[config.mk]
export PLATFORM = sky130hd
export DESIGN_NAME = deque_with_value_erase_unit_flat
export DESIGN_NICKNAME = d
export VERILOG_FILES = /design/src/rtl/core/dqve_pkg.sv /design/src/rtl/core/dqve_req_if.sv /design/src/rtl/core/dqve_rsp_if.sv /design/src/rtl/core/dqve_ram.sv /design/src/rtl/core/dqve_seq.sv /design/src/rtl/core/deque_with_value_erase_unit.sv /design/src/flat_wrapper.sv
export SDC_FILE = /design/constraint.sdc
export NUM_CORES = 1
export LEC_CHECK = 0
export CAP_MARGIN = 20
export CELL_PAD_IN_SITES_DETAIL_PLACEMENT = 1
export CELL_PAD_IN_SITES_GLOBAL_PLACEMENT = 1
export CORE_MARGIN = 2
export CORE_UTILIZATION = 46
export DETAILED_ROUTE_END_ITERATION = 6
export DONT_BUFFER_PORTS = 1
export PLACE_DENSITY = 0.79
export RECOVER_POWER = 50
export SLEW_MARGIN = 15
export SYNTH_ARGS = -nofsm -noshare
export SYNTH_HDL_FRONTEND = slang
export SYNTH_SLANG_ARGS = --single-unit
[constraint.sdc]
create_clock -name clk -period 10 [get_ports clk]
set_input_delay 3 -clock clk [delete_from_list [all_inputs] [get_ports clk]]
set_output_delay 3 -clock clk [all_outputs]
set_load 0.01 [all_outputs]
[src/rtl/core/dqve_pkg.sv]
// Shared types, codes and sizes for the deque with value erase.
package dqve_pkg;

  localparam int DATA_W    = 32;
  localparam int ACTION_W  = 3;
  localparam int STATUS_W  = 2;
  localparam int DEPTH_DEF = 16;

  // Request actions
  typedef enum logic [ACTION_W-1:0] {
    ACT_PUSH_FRONT = 3'd0,
    ACT_PUSH_BACK  = 3'd1,
    ACT_POP_FRONT  = 3'd2,
    ACT_POP_BACK   = 3'd3,
    ACT_ERASE      = 3'd4,
    ACT_PEEK_FRONT = 3'd5
  } action_t;

  // Result status codes
  typedef enum logic [STATUS_W-1:0] {
    ST_OK    = 2'd0,
    ST_EMPTY = 2'd1,
    ST_FULL  = 2'd2
  } status_t;

  // Result handed from the sequencer to the output register
  typedef struct packed {
    logic signed [DATA_W-1:0] data;
    status_t                  status;
  } dqve_res_t;

endpackage

[src/rtl/core/dqve_req_if.sv]
// Request channel: action and value with valid/ready.
interface dqve_req_if;
  import dqve_pkg::*;

  logic                     valid;
  logic                     ready;
  logic [ACTION_W-1:0]      action;
  logic signed [DATA_W-1:0] value;

  modport source (output valid, action, value, input ready);
  modport sink   (input valid, action, value, output ready);
endinterface

[src/rtl/core/dqve_rsp_if.sv]
// Response channel: data, status, empty flag and occupancy with valid/ready.
interface dqve_rsp_if #(
  parameter int DEPTH = dqve_pkg::DEPTH_DEF
);
  import dqve_pkg::*;

  localparam int CNT_W = $clog2(DEPTH + 1);

  logic                     valid;
  logic                     ready;
  logic signed [DATA_W-1:0] data;
  logic [STATUS_W-1:0]      status;
  logic                     is_empty;
  logic [CNT_W-1:0]         occupancy;

  modport source (output valid, data, status, is_empty, occupancy, input ready);
  modport sink   (input valid, data, status, is_empty, occupancy, output ready);
endinterface

[src/rtl/core/dqve_ram.sv]
// Generic single-write, single-read RAM with registered read data.
module dqve_ram #(
  parameter int WIDTH = 32,
  parameter int DEPTH = 16
) (
  input  logic                     clk,
  input  logic                     we,
  input  logic [$clog2(DEPTH)-1:0] waddr,
  input  logic [WIDTH-1:0]         wdata,
  input  logic                     re,
  input  logic [$clog2(DEPTH)-1:0] raddr,
  output logic [WIDTH-1:0]         rdata
);

  logic [WIDTH-1:0] mem [DEPTH];

  // Write port
  always_ff @(posedge clk) begin
    if (we) begin
      mem[waddr] <= wdata;
    end
  end

  // Registered read port
  always_ff @(posedge clk) begin
    if (re) begin
      rdata <= mem[raddr];
    end
  end

endmodule

[src/rtl/core/dqve_seq.sv]
// Sequencer: ring pointers, entry count and the read/modify/write walk over the slot RAM.
module dqve_seq #(
  parameter int DEPTH = dqve_pkg::DEPTH_DEF
) (
  input  logic                       clk,
  input  logic                       rst,
  dqve_req_if.sink                   req,
  output dqve_pkg::dqve_res_t        res,
  output logic                       res_valid,
  input  logic                       res_ready,
  output logic [$clog2(DEPTH+1)-1:0] count
);
  import dqve_pkg::*;

  localparam int AW  = $clog2(DEPTH);
  localparam int AW1 = AW + 1;
  localparam int CW  = $clog2(DEPTH + 1);
  localparam logic [AW1-1:0] DEPTH_W  = AW1'(DEPTH);
  localparam logic [AW-1:0]  LAST_IDX = AW'(DEPTH - 1);
  localparam logic [CW-1:0]  FULL_CNT = CW'(DEPTH);

  typedef enum logic [3:0] {
    S_IDLE  = 4'b0001,
    S_READ  = 4'b0010,
    S_ERASE = 4'b0100,
    S_DONE  = 4'b1000
  } state_t;

  state_t                   state, state_next;
  logic [AW-1:0]            front, front_next;
  logic [CW-1:0]            count_next;
  logic signed [DATA_W-1:0] val_reg, val_next;
  logic [CW-1:0]            rd_off, rd_off_next;
  logic [CW-1:0]            kept, kept_next;
  logic                     chk, chk_next;
  dqve_res_t                res_next;

  logic                     ram_we, ram_re;
  logic [AW-1:0]            ram_waddr, ram_raddr;
  logic [DATA_W-1:0]        ram_wdata, ram_rdata;

  logic                     full, empty;
  logic [AW-1:0]            front_dec;
  logic [CW-1:0]            cnt_m1;

  // Ring position offset places behind base
  function automatic logic [AW-1:0] ring_add(input logic [AW-1:0] base,
                                             input logic [AW-1:0] off);
    logic [AW1-1:0] sum;
    sum = {1'b0, base} + {1'b0, off};
    if (sum >= DEPTH_W) sum = sum - DEPTH_W;
    return sum[AW-1:0];
  endfunction

  assign full      = (count == FULL_CNT);
  assign empty     = (count == '0);
  assign front_dec = (front == '0) ? LAST_IDX : front - 1'b1;
  assign cnt_m1    = count - 1'b1;

  assign req.ready = (state == S_IDLE);
  assign res_valid = (state == S_DONE);

  // Next-state and RAM access logic
  always_comb begin
    state_next  = state;
    front_next  = front;
    count_next  = count;
    val_next    = val_reg;
    rd_off_next = rd_off;
    kept_next   = kept;
    chk_next    = 1'b0;
    res_next    = res;
    ram_we      = 1'b0;
    ram_waddr   = front;
    ram_wdata   = req.value;
    ram_re      = 1'b0;
    ram_raddr   = front;

    unique case (state)
      S_IDLE: begin
        if (req.valid) begin
          res_next.data   = '0;
          res_next.status = ST_OK;
          state_next      = S_DONE;
          unique case (req.action)
            ACT_PUSH_FRONT: begin
              if (full) begin
                res_next.status = ST_FULL;
              end else begin
                front_next = front_dec;
                ram_we     = 1'b1;
                ram_waddr  = front_dec;
                count_next = count + 1'b1;
              end
            end
            ACT_PUSH_BACK: begin
              if (full) begin
                res_next.status = ST_FULL;
              end else begin
                ram_we     = 1'b1;
                ram_waddr  = ring_add(front, count[AW-1:0]);
                count_next = count + 1'b1;
              end
            end
            ACT_POP_FRONT: begin
              if (empty) begin
                res_next.status = ST_EMPTY;
              end else begin
                ram_re     = 1'b1;
                ram_raddr  = front;
                front_next = ring_add(front, AW'(1));
                count_next = cnt_m1;
                state_next = S_READ;
              end
            end
            ACT_POP_BACK: begin
              if (empty) begin
                res_next.status = ST_EMPTY;
              end else begin
                ram_re     = 1'b1;
                ram_raddr  = ring_add(front, cnt_m1[AW-1:0]);
                count_next = cnt_m1;
                state_next = S_READ;
              end
            end
            ACT_PEEK_FRONT: begin
              if (empty) begin
                res_next.status = ST_EMPTY;
              end else begin
                ram_re     = 1'b1;
                ram_raddr  = front;
                state_next = S_READ;
              end
            end
            ACT_ERASE: begin
              val_next    = req.value;
              rd_off_next = '0;
              kept_next   = '0;
              if (!empty) begin
                state_next = S_ERASE;
              end
            end
            default: ;
          endcase
        end
      end

      // Read data from the registered RAM port lands in the cycle after the address
      S_READ: begin
        res_next.data = ram_rdata;
        state_next    = S_DONE;
      end

      // Read entry i while the entry read last cycle is kept or dropped
      S_ERASE: begin
        if (rd_off != count) begin
          ram_re      = 1'b1;
          ram_raddr   = ring_add(front, rd_off[AW-1:0]);
          rd_off_next = rd_off + 1'b1;
          chk_next    = 1'b1;
        end
        if (chk && (ram_rdata != val_reg)) begin
          ram_we    = 1'b1;
          ram_waddr = ring_add(front, kept[AW-1:0]);
          ram_wdata = ram_rdata;
          kept_next = kept + 1'b1;
        end
        if ((rd_off == count) && !chk) begin
          count_next = kept;
          state_next = S_DONE;
        end
      end

      S_DONE: begin
        if (res_ready) begin
          state_next = S_IDLE;
        end
      end

      default: state_next = S_IDLE;
    endcase
  end

  // Control state
  always_ff @(posedge clk) begin
    if (rst) begin
      state <= S_IDLE;
      front <= '0;
      count <= '0;
      chk   <= 1'b0;
    end else begin
      state <= state_next;
      front <= front_next;
      count <= count_next;
      chk   <= chk_next;
    end
  end

  // Payload and walk registers
  always_ff @(posedge clk) begin
    val_reg <= val_next;
    rd_off  <= rd_off_next;
    kept    <= kept_next;
    res     <= res_next;
  end

  dqve_ram #(
    .WIDTH (DATA_W),
    .DEPTH (DEPTH)
  ) u_slots (
    .clk   (clk),
    .we    (ram_we),
    .waddr (ram_waddr),
    .wdata (ram_wdata),
    .re    (ram_re),
    .raddr (ram_raddr),
    .rdata (ram_rdata)
  );

  // Occupancy never exceeds the ring size
  assert property (@(posedge clk) disable iff (rst) count <= FULL_CNT)
    else $error("entry count above depth");

  // An accepted push that is not refused adds exactly one entry
  assert property (@(posedge clk) disable iff (rst)
    (req.valid && req.ready && !full &&
     (req.action == ACT_PUSH_FRONT || req.action == ACT_PUSH_BACK))
    |=> (count == $past(count) + 1'b1))
    else $error("push did not add one entry");

  // Compaction never writes the slot being read in the same cycle
  assert property (@(posedge clk) disable iff (rst)
    (ram_we && ram_re) |-> (ram_waddr != ram_raddr))
    else $error("read and write collide on one slot");

  // Erase never grows the queue
  assert property (@(posedge clk) disable iff (rst)
    (state == S_ERASE) |=> (count <= $past(count)))
    else $error("erase grew the queue");

endmodule

[src/rtl/core/deque_with_value_erase_unit.sv]
// Top level of the deque with value erase: sequencer, slot RAM and result register.
//
// A bounded double-ended queue of signed 32-bit words, DEPTH entries deep.
// Requests arrive on req (action, value) and each returns exactly one
// response on rsp (data, status, is_empty, occupancy); both channels
// transfer when valid and ready are high at a rising clock edge.
// Each request passes the sequencer states S_IDLE and S_DONE; pops and
// peeks also take one RAM read in S_READ, and an erase of a nonempty queue
// walks S_ERASE as a read-modify-write walk over the slot RAM, as it reads every
// held entry once and writes the survivors back in order behind the read pointer.
// Pushes, refused pushes, empty pops, erase of an empty queue and no-ops go
// straight from S_IDLE to S_DONE. rsp.valid is registered from S_DONE, and a new
// request is taken only once the last result has moved into the output register.
// If the receiver stalls, the held response stays put, one further request
// may be accepted and finished, and then req.ready stays low until rsp drains.
// Synchronous reset empties the queue and drops any pending response;
// slot contents are not cleared and need no clearing pass.
module deque_with_value_erase_unit #(
  parameter int DEPTH = dqve_pkg::DEPTH_DEF
) (
  input  logic       clk,
  input  logic       rst,
  dqve_req_if.sink   req,
  dqve_rsp_if.source rsp
);
  import dqve_pkg::*;

  localparam int CW = $clog2(DEPTH + 1);

  dqve_res_t       res;
  logic            res_valid;
  logic            res_ready;
  logic [CW-1:0]   count;

  dqve_seq #(
    .DEPTH (DEPTH)
  ) u_seq (
    .clk       (clk),
    .rst       (rst),
    .req       (req),
    .res       (res),
    .res_valid (res_valid),
    .res_ready (res_ready),
    .count     (count)
  );

  // Output register takes a result whenever it is empty or being drained
  assign res_ready = !rsp.valid || rsp.ready;

  always_ff @(posedge clk) begin
    if (rst) begin
      rsp.valid <= 1'b0;
    end else if (res_ready) begin
      rsp.valid <= res_valid;
    end
  end

  always_ff @(posedge clk) begin
    if (res_ready && res_valid) begin
      rsp.data      <= res.data;
      rsp.status    <= res.status;
      rsp.is_empty  <= (count == '0);
      rsp.occupancy <= count;
    end
  end

endmodule

[src/flat_wrapper.sv]
// flat-port wrapper written by rule: the top's interface ports become plain ports
module deque_with_value_erase_unit_flat import dqve_pkg::*;
#(
  parameter int DEPTH = dqve_pkg::DEPTH_DEF
)
  (clk, rst, req_valid, req_action, req_value, req_ready, rsp_valid, rsp_data, rsp_status, rsp_is_empty, rsp_occupancy, rsp_ready);
  dqve_req_if req_i ();
  dqve_rsp_if #(.DEPTH(DEPTH)) rsp_i ();
  input  logic clk;
  input  logic rst;
  input wire logic [$bits(req_i.valid)-1:0] req_valid;
  input wire logic [$bits(req_i.action)-1:0] req_action;
  input wire logic [$bits(req_i.value)-1:0] req_value;
  output wire logic [$bits(req_i.ready)-1:0] req_ready;
  output wire logic [$bits(rsp_i.valid)-1:0] rsp_valid;
  output wire logic [$bits(rsp_i.data)-1:0] rsp_data;
  output wire logic [$bits(rsp_i.status)-1:0] rsp_status;
  output wire logic [$bits(rsp_i.is_empty)-1:0] rsp_is_empty;
  output wire logic [$bits(rsp_i.occupancy)-1:0] rsp_occupancy;
  input wire logic [$bits(rsp_i.ready)-1:0] rsp_ready;
  assign req_i.valid = req_valid;
  assign req_i.action = req_action;
  assign req_i.value = req_value;
  assign req_ready = req_i.ready;
  assign rsp_valid = rsp_i.valid;
  assign rsp_data = rsp_i.data;
  assign rsp_status = rsp_i.status;
  assign rsp_is_empty = rsp_i.is_empty;
  assign rsp_occupancy = rsp_i.occupancy;
  assign rsp_i.ready = rsp_ready;
  deque_with_value_erase_unit #(.DEPTH(DEPTH)) u_core (.clk(clk), .rst(rst), .req(req_i), .rsp(rsp_i));
endmodule
Yosys cells after proc, flatten, opt, wreduce, memory -nomap -nowiden
Memory sizes are Yosys's and may differ from the RTL's. A register that Yosys moved wholly into a read port is not among the register bits.
Cells that the tools add are included.
Word-level totals
  register bits: 131
  RAM bits: 512
  bits of input ports: 39
  output and inout bits: 42
  word-level logic and storage cells: 140
  memories kept: 1
Memory list
  u_core.u_seq.u_slots.mem: words 16, width 32, rd ports 1, clocked after memory_dff 1, wr ports 1, RTL line dqve_ram.sv:15  | logic [WIDTH-1:0] mem [DEPTH];
Operators by class
  $add $sub $neg: 15
  $lt $le $gt $ge: 5
  equal/unequal tests: 23
  multiplexer cells: 57
  bitwise operators: 1
  reductions and logical operators: 24
Operators by type and width (number)
  4-bit 2-to-1 mux: 20
  32-bit 2-to-1 mux: 2
  32-bit case mux with 2 select lines: 1
  5-bit 2-to-1 mux: 8
  4-bit case mux with 2 select lines: 5
  5-bit case mux with 2 select lines: 4
  34-bit 2-to-1 mux: 1
  32-bit inequality test: 1
  5-bit >= comparator, second input constant: 5
  4-bit by 1-bit subtractor with 4-bit output, second input constant: 6
  4-bit by 4-bit adder with 5-bit output: 4
  4-bit case mux with 4 select lines: 1
  5-bit by 1-bit adder with 5-bit output, second input constant: 3
  2-bit inequality test, second input constant: 6
  4-bit AND reduction: 3
  1-bit 2-to-1 mux: 11
  3-bit inequality test, second input constant: 3
  3-bit by 2-bit equality test with 1-bit output, second input constant: 2
  3-bit equality test, second input constant: 2
  3-bit AND reduction: 2
  6-bit AND reduction: 1
  2-bit nonzero test: 3
  2-bit OR reduction: 3
  4-bit by 1-bit adder with 5-bit output, second input constant: 1
  22 further kinds: 27

Longest topological paths before layout
Gate-level depths: netlist of run 1.
  depth after elaboration: 8
  depth in mapped cells: 12
  depth with buffers taken out: 11

Modules after synthesis
A second synthesis of run 1 with hierarchy kept.
Second synthesis, totals
  cell total of the unflattened synthesis: 1334
  area, all modules: 26583.0 sq um
Modules (own cells, without submodules)
  dqve_ram: instances 1, cells an instance 838, area each 20155.6 sq um
  dqve_seq: instances 1, cells an instance 449, area each 5173.7 sq um
  deque_with_value_erase_unit: instances 1, cells an instance 47, area each 1253.7 sq um

Worst setup path before layout of run 1
OpenSTA, ideal clock, no wires.
  path kind: input -> register
  start: input req_action[2]
  end: memory u_core.u_seq.u_slots.mem[8][0] (enable)
  setup time: 0.468 ns
  arrival: 7.015 ns
  slack: 2.517 ns
  stages: 7
  buffers on the path: 2
  path through: clkbuf_1 -> nor3b_1 -> and2_1 -> nand3_1 -> a311oi_1 -> clkbuf_1 -> nor3b_1
On the way
  word-level cells in the longest chain between the ends: 7
  elaborated cells between the ends (all ways): 11
  classes of those cells: eq/ne: 1; mux: 8; reduce/logical: 2
Ends and longest elaborated chain
  start: declaration: RTL line flat_wrapper.sv:12  | input wire logic [$bits(req_i.action)-1:0] req_action;
  3-bit by 1-bit equality test with 1-bit output / 3-bit logical NOT (equally long branches): RTL line dqve_seq.sv:85  | unique case (req.action)
  2-bit OR reduction (no line)
  1-bit 2-to-1 mux
  1-bit 2-to-1 mux: RTL line dqve_seq.sv:81  | if (req.valid) begin
  1-bit case mux with 2 select lines: RTL line dqve_seq.sv:79  | unique case (state)
  1-bit 2-to-1 mux: RTL line dqve_ram.sv:19  | if (we) begin
  1-bit 2-to-1 mux (implied by the code): RTL line dqve_ram.sv:20  | mem[waddr] <= wdata;
  end: declaration: RTL line dqve_ram.sv:15
Several ways; a longest one is shown, not always the timed one.

Worst setup path after layout of run 1
  start: register u_core.u_seq.u_slots.rdata[7] (read register of u_core.u_seq.u_slots.mem)
  end: memory u_core.u_seq.u_slots.mem[2][18] (enable)
On the way
  word-level cells in the longest chain between the ends: 6
  elaborated cells between the ends (all ways): 8
  classes of those cells: eq/ne: 1; mux: 6; reduce/logical: 1
Ends and longest elaborated chain
  start: declaration: RTL line dqve_ram.sv:12  | output logic [WIDTH-1:0] rdata
  32-bit inequality test (*): RTL line dqve_seq.sv:162  | if (chk && (ram_rdata != val_reg)) begin
  1-bit logical AND (*): RTL line dqve_seq.sv:162
  1-bit 2-to-1 mux: RTL line dqve_seq.sv:162
  1-bit case mux with 2 select lines: RTL line dqve_seq.sv:79
  1-bit 2-to-1 mux: RTL line dqve_ram.sv:19
  1-bit 2-to-1 mux (implied by the code): RTL line dqve_ram.sv:20
Mark *: on every way between the ends. The rest lies on a longest branch, timed or not.

==> flow_summary_export.csv, run 1 <==
group,metric,value,unit
critical_path,cp.required,10.35,ns
global_route,antenna_found_initial,3,
clock_tree,cts_buffers,70,
global_route,grt_pass1_vias,15244,
pwr,p_leak,9.461,nW
critical_path,critPathArrivalTime,7.56,ns
drt,avgViaCountPerCell,6.208,
global_route,grt_pass1_wl,101500,um
cells_and_area,multi_input_area,0.006585,sq mm
yosys,syn_inst,1418,
sta,fin_skew,0.03166,ns
yosys,synth.avg_cell_area,19.03,sq um
global_route,overflow,0,
outcome,status,"complete, but fails checks",
sta,fin_crit,7.211,ns
yosys,dominantRegCellSynth,"edfxtp_1",
cells_and_area,nets,1512,
clock_tree,cts_hold_buf,0,
floorplan,ioPinCount,81,
yosys,synth_top_area_cell,"edfxtp_1",
critical_path,crit_path_end_kind,"flop",
clock_tree,htree_levels,3,
cells_and_area,final_util,0.5245,
critical_path,worst_setup_path_start_kind,"flop",
sta,finalMaxSlewViolations,176,
floorplan,die_area,0.06062,sq mm
clock_tree,clockBufferDepth,3,
yosys,synthArstFlopShare,0,
critical_path,critPathLaunch,"u_core.u_seq.u_slots.rdata[7]$_DFFE_PP_",
place,place_congestion,0.8489,
drt,final_antenna_net_count,0,
outcome,violations,"max-capacitance violations, max-slew violations",
sta,setup_viol,0,
sta,finalHoldViolations,0,
cells_and_area,largest_reg_flops,512,
clock_tree,clkSlewWorstSetupHoldPaths,0.06,ns
global_route,grt.total_usage,0.2312,
floorplan,die_w,246.2,um
clock_tree,cts_tree,"yes",
cells_and_area,top_register,"u_core.u_seq.u_slots.mem",
yosys,synth-seq-cells,675,
floorplan,initial_core_util,0.4668,
yosys,syn-num-nets,1480,
cells_and_area,reg.largest.list,"u_core.u_seq.u_slots.mem: 512 flops, u_core.u_seq.res: 34 flops",
clock_tree,cts_sinks,675,
yosys,syn_area,0.02699,sq mm
cells_and_area,regArea,0.02012,sq mm
place,port_buffers,0,
place,detailed_place_hpwl,39570,um
drt,drt_iter0_markers,1493,
yosys,synth-edff-count,660,
floorplan,rows,88,
drt,num_vias,14080,
critical_path,timing.rr.start,"u_core.u_seq.u_slots.rdata[7]$_DFFE_PP_",
sta,worst_slew_pin_slew,3.063,ns
hold_path,min_path_type,"reg -> reg",
sta,timing.slew.headroom,-1.042,
global_route,grt_max_degree,129,
yosys,yosys_warnings,0,
clock_tree,root_buffer,"clkbuf_16",
sta,period_share,0.7211,
critical_path,worstPathMaxFanout,36,
drt,wl_per_cell,30.22,um
clock_tree,cts_setup_buffers,0,
hold_path,hold_start,"u_core.u_seq.res[29]$_DFFE_PP_",
flow_run,maxCapViolations,7,
yosys,ys_seq_area_frac,0.7455,
clock_tree,ctsResizeCount,0,
yosys,yosys-top-cells-area,"edfxtp_1 (73%), mux4_2 (11%), nand3_1 (2.6%), xnor2_1 (1.5%), mux2_2 (1.4%)",
sta,tns,0,ns
pwr,power.density,210.9,mW/mm^2
cells_and_area,fillers,5148,
floorplan,die_h,246.2,um
critical_path,crit_type,"reg -> reg",
yosys,synth.top_cell.area_share,0.7344,
sta,max_freq,138.7,MHz
drt,drc,0,
sta,rsz0062_at_grt,"no",
cells_and_area,synthToLayoutAreaGrowth,12.35,%
pwr,finalPower,6.394,mW
yosys,ys_types,61,
floorplan,core_area,0.05781,sq mm
drt,drt_first_pass_iters,5,
pwr,ir_worst_vdd,0.1323,mV
drt,wl,68530,um
clock_tree,clock_latency,0.61,ns
cells_and_area,drive_gt1_frac,0.1891,
==> per-stage QoR <==
stage	setup slack (ns)	hold slack [ns]	instance area [sq um]	std cells
after floorplan	2.517	0.4003	26990	1418
after global placement	3.075	0.4049	28010	2138
after detailed placement	2.904	0.4063	28130	2143
after CTS	3.543	0.4167	30380	2267
after global routing	2.601	0.4235	30320	2267
final	2.789	0.4163	30320	2268
==> path summary, 6_finish.rpt <==
check,endpoint,slack (ns),depth (start not counted)
worst max register to register,u_core.u_seq.u_slots.mem[2][18]$_DFFE_PP_,2.79,9
worst min-delay path,u_core.rsp.data[27]$_DFFE_PP_,0.42,0
worst min register to register,u_core.rsp.data[27]$_DFFE_PP_,0.42,0
worst max-delay path,u_core.u_seq.u_slots.mem[2][18]$_DFFE_PP_,2.79,9
==> kinds of logic after synthesis <==
kind of cell / after synthesis / synth area share
XOR/XNOR: 57 / 0.01850
AO/OA/AOI/OAI: 78 / 0.01984
AND/OR/NAND/NOR: 329 / 0.06551
buffers and inverters: 91 / 0.01664
adder cells (fa/ha/maj): 23 / 0.01178
flip-flops: 675 / 0.7455
multiplexers: 165 / 0.1222
==> cell type report <==
cell class                 count  area share
clock inverter                28    0.009739
sequential                   675      0.6636
tap                          765     0.03157
inverter                      14    0.001733
antenna                        1  0.00008254
multi-input combinational    652      0.2172
clock buffer                  96     0.06446
timing repair buffer          37     0.01164
==> where the power goes <==
group / leakage, nW / internal, mW / switching, mW
registers: 6.09 / 3.21 / 0.0533
logic: 2.28 / 0.202 / 0.347
clock network: 1.09 / 1.52 / 1.06
total: 9.46 / 4.93 / 1.46
==> per-layer routing <==
layer / GRT usage / wire length (um) / up-vias
li1: - / - / 5806
met1: 0.3023 / 26940 / 7494
met3: 0.05566 / 5604 / 129
met4: 0.09376 / 2198 / 6
met5: 0 / 45 / -
met2: 0.3737 / 33740 / 645
==> cell usage after synthesis (all sizes together), types with 2 or more instances <==
library cell,instances
a22oi,4
mux4,128
buf,23
fa,4
xor2,11
nand2,26
o211ai,2
nor4b,4
inv,14
o22ai,3
nor3b,9
nor2,40
mux2i,2
o21a,4
nor4,3
nor2b,5
nand2b,2
a211oi,7
or4b,2
a21o,5
nand3,139
dfxtp,15
edfxtp,660
nand4,43
xnor2,46
a21boi,2
ha,19
o31ai,4
a22o,2
a211o,4
a21oi,13
clkbuf,54
and2,37
nor3,12
a311oi,3
mux2,35
a31oi,3
o21ai,14
==> cells in the final DEF (no fill, tap or decap), types with 13 or more instances in the layout <==
| master | n |
|---|---|
| clkbuf_16 | 74 |
| a21oi_1 | 13 |
| dfxtp_1 | 15 |
| nand2_1 | 26 |
| and2_0 | 28 |
| xnor2_1 | 45 |
| nor2_1 | 35 |
| edfxtp_1 | 660 |
| buf_4 | 25 |
| nand4_1 | 43 |
| mux2_1 | 30 |
| mux4_2 | 128 |
| nand3_1 | 139 |
| clkinv_1 | 13 |
| clkbuf_1 | 26 |
| inv_1 | 13 |
| ha_1 | 19 |
==> critical path: stages (launching register included) <==
cell and delay, ns:
edfxtp_1 0.43, xnor2_1 0.66, nand4_1 0.35, nor4_1 0.85
a21o_2 0.27, clkbuf_1 2.16, a311oi_2 0.93, o211ai_1 0.70
nor2_4 0.31, buf_16 0.27
Note: power is estimated with default switching activity, not from simulation.
==> inputs of run 2 (changes only) <==
--- a/config.mk
+++ b/config.mk
@@ -12,7 +12,7 @@
 export CORE_UTILIZATION = 46
 export DETAILED_ROUTE_END_ITERATION = 6
 export DONT_BUFFER_PORTS = 1
-export PLACE_DENSITY = 0.79
+export PLACE_DENSITY = 0.81
 export RECOVER_POWER = 50
 export SLEW_MARGIN = 15
 export SYNTH_ARGS = -nofsm -noshare
==> constraint.sdc (replaced) <==
create_clock -name clk -period 6 [get_ports clk]
set_input_delay 1.8 -clock clk [delete_from_list [all_inputs] [get_ports clk]]
set_output_delay 1.8 -clock clk [all_outputs]
set_load 0.01 [all_outputs]
==> run 2 against run 1 <==
  * The run still ends with max-capacitance violations, max-slew violations left
  * Total power is 69% higher
  * Maximum frequency grew 45%
  * First-iteration DRC count rose by 18%
  * Sequential share of layout area decreased by 0.19 points
  * Via count is 1.5% higher
==> flow_summary_export.csv, run 2 (synthesis gave the netlist of run 1 again) <==
group,metric,value,unit
clock_tree,cts_hold_buf,0,
cells_and_area,final_common_cell,"edfxtp_1",
drt,drt_first_pass_iters,7,
sta,timing.slew.headroom,-0.9743,
place,detailed_place_hpwl,39270,um
clock_tree,root_buffer,"clkbuf_16",
clock_tree,clockBufferDepth,3,
sta,fin_crit,4.986,ns
critical_path,crit_path_end_kind,"flop",
cells_and_area,reg.largest.list,"u_core.u_seq.u_slots.mem: 512 flops, u_core.u_seq.res: 34 flops",
place,place_congestion,0.8129,
sta,max_freq,200.6,MHz
drt,num_vias,14294,
pwr,ir_worst_vdd,0.2336,mV
critical_path,worstPathMaxFanout,11,
pwr,power.density,355.2,mW/mm^2
critical_path,crit_path_max_incr_delay,0.91,ns
critical_path,crit_chain,"or4b_1 -> inv_1 -> nand2_1 -> o31ai_1 -> clkbuf_1 -> clkbuf_1",
outcome,violations,"max-capacitance violations, max-slew violations",
cells_and_area,nets,1514,
clock_tree,htree_levels,3,
global_route,grt_max_degree,77,
global_route,top_usage_layer,"met2",
drt,wl,71080,um
sta,setup_viol,0,
cells_and_area,largest_reg_flops,512,
critical_path,cp.required,6.23,ns
critical_path,cpMaxStageDelayCell,"o31ai_1",
floorplan,core_area,0.05781,sq mm
critical_path,cp_common_cell,"clkbuf_1",
floorplan,ioPinCount,81,
global_route,grt.total_usage,0.2414,
hold_path,min_path_type,"reg -> reg",
place,port_buffers,0,
sta,rsz0062_at_grt,"no",
sta,worst_slew_pin_slew,2.962,ns
drt,final_antenna_net_count,0,
cells_and_area,synthToLayoutAreaGrowth,12.68,%
global_route,overflow,0,
floorplan,rows,88,
cells_and_area,top_register,"u_core.u_seq.u_slots.mem",
clock_tree,cts_setup_buffers,0,
pwr,finalPower,10.80,mW
clock_tree,cts_tree,"yes",
global_route,grt_use_met2,0.3876,
sta,tns,0,ns
clock_tree,cts_buffers,70,
flow_run,maxCapViolations,4,
global_route,grt_pass1_wl,105200,um
global_route,antenna_found_initial,7,
critical_path,critPathArrivalTime,5.22,ns
global_route,grt_pass1_vias,15220,
floorplan,die_h,246.2,um
sta,fin_skew,0.04407,ns
clock_tree,clkSlewWorstSetupHoldPaths,0.06,ns
drt,wl_per_cell,31.26,um
cells_and_area,most-common-layout-cells,"edfxtp_1 (660), nand3_1 (139), mux4_2 (128), clkbuf_16 (70), xnor2_1 (45)",
clock_tree,clock_latency,0.63,ns
global_route,use_met1,0.3171,
drt,drt_iter0_markers,1758,
clock_tree,cts_sinks,675,
floorplan,initial_core_util,0.4668,
floorplan,die_area,0.06062,sq mm
sta,period_share,0.8310,
drt,drc,0,
global_route,grt_use_met3,0.06242,
critical_path,worst_setup_path_start_kind,"flop",
cells_and_area,final_util,0.5260,
sta,finalMaxSlewViolations,113,
pwr,p_leak,9.510,nW
drt,avgViaCountPerCell,6.286,
sta,finalHoldViolations,0,
cells_and_area,drive_gt1_frac,0.1926,
critical_path,crit_type,"reg -> reg",
outcome,status,"complete, but fails checks",
clock_tree,ctsResizeCount,0,
floorplan,die_w,246.2,um
[run 2: routing by layer]
metal,vias up,part of all wire
met5,-,0.00093
met4,8,0.037
met3,169,0.094
met2,738,0.49
met1,7555,0.38
li1,5824,-
[run 2: power breakdown]
| group | total (mW) | internal [mW] | switching (mW) |
|---|---|---|---|
| Combinational | 0.925 | 0.341 | 0.584 |
| Clock | 4.44 | 2.57 | 1.87 |
| Sequential | 5.44 | 5.35 | 0.0887 |
| Total | 10.8 | 8.26 | 2.54 |
[run 2: worst paths after layout]
| check | from | to | slack [ns] | cells after the start |
|---|---|---|---|---|
| worst max-delay path | u_core.u_seq.state[3]$_SDFFE_PP0P_ | u_core.u_seq.u_slots.rdata[15]$_DFFE_PP_ | 1.01 | 6 |
| worst min-delay path | u_core.u_seq.res[1]$_DFFE_PP_ | u_core.rsp.status[1]$_DFFE_PP_ | 0.41 | 0 |
| worst max register to register | u_core.u_seq.state[3]$_SDFFE_PP0P_ | u_core.u_seq.u_slots.rdata[15]$_DFFE_PP_ | 1.01 | 6 |
| worst min register to register | u_core.u_seq.res[1]$_DFFE_PP_ | u_core.rsp.status[1]$_DFFE_PP_ | 0.41 | 0 |
[run 2: critical path, delay by kind of cell, from the launching register on]
family	cells	cell delay (ns)
AOI/OAI and AO/OA	1	0.91
buffers and inverters	3	2.15
DFF	1	0.35
and+or+nand+nor	2	1.19
[run 2: stage by stage]
stage | hold WS, ns | instance area (sq um) | std cells | setup slack, ns
global route | 0.4236 | 30400 | 2271 | 0.5969
finish | 0.4099 | 30410 | 2274 | 1.014
floorplan | 0.4003 | 27030 | 1418 | 0.002245
detailed placement | 0.4052 | 28140 | 2144 | 0.7266
CTS | 0.4152 | 30470 | 2270 | 1.338
global placement | 0.4044 | 28120 | 2143 | 0.8420
[run 2: layout make-up]
type / count / area [sq um]
flip-flops and latches: 675 / 20120
fillers: 5175 / 27400
multi-input cells: 652 / 6638
well taps: 765 / 957.2
repair buffers: 39 / 296.5
clock buffers: 83 / 1800
inverters: 14 / 52.55
diodes: 3 / 7.507
clock inverters: 43 / 535.5
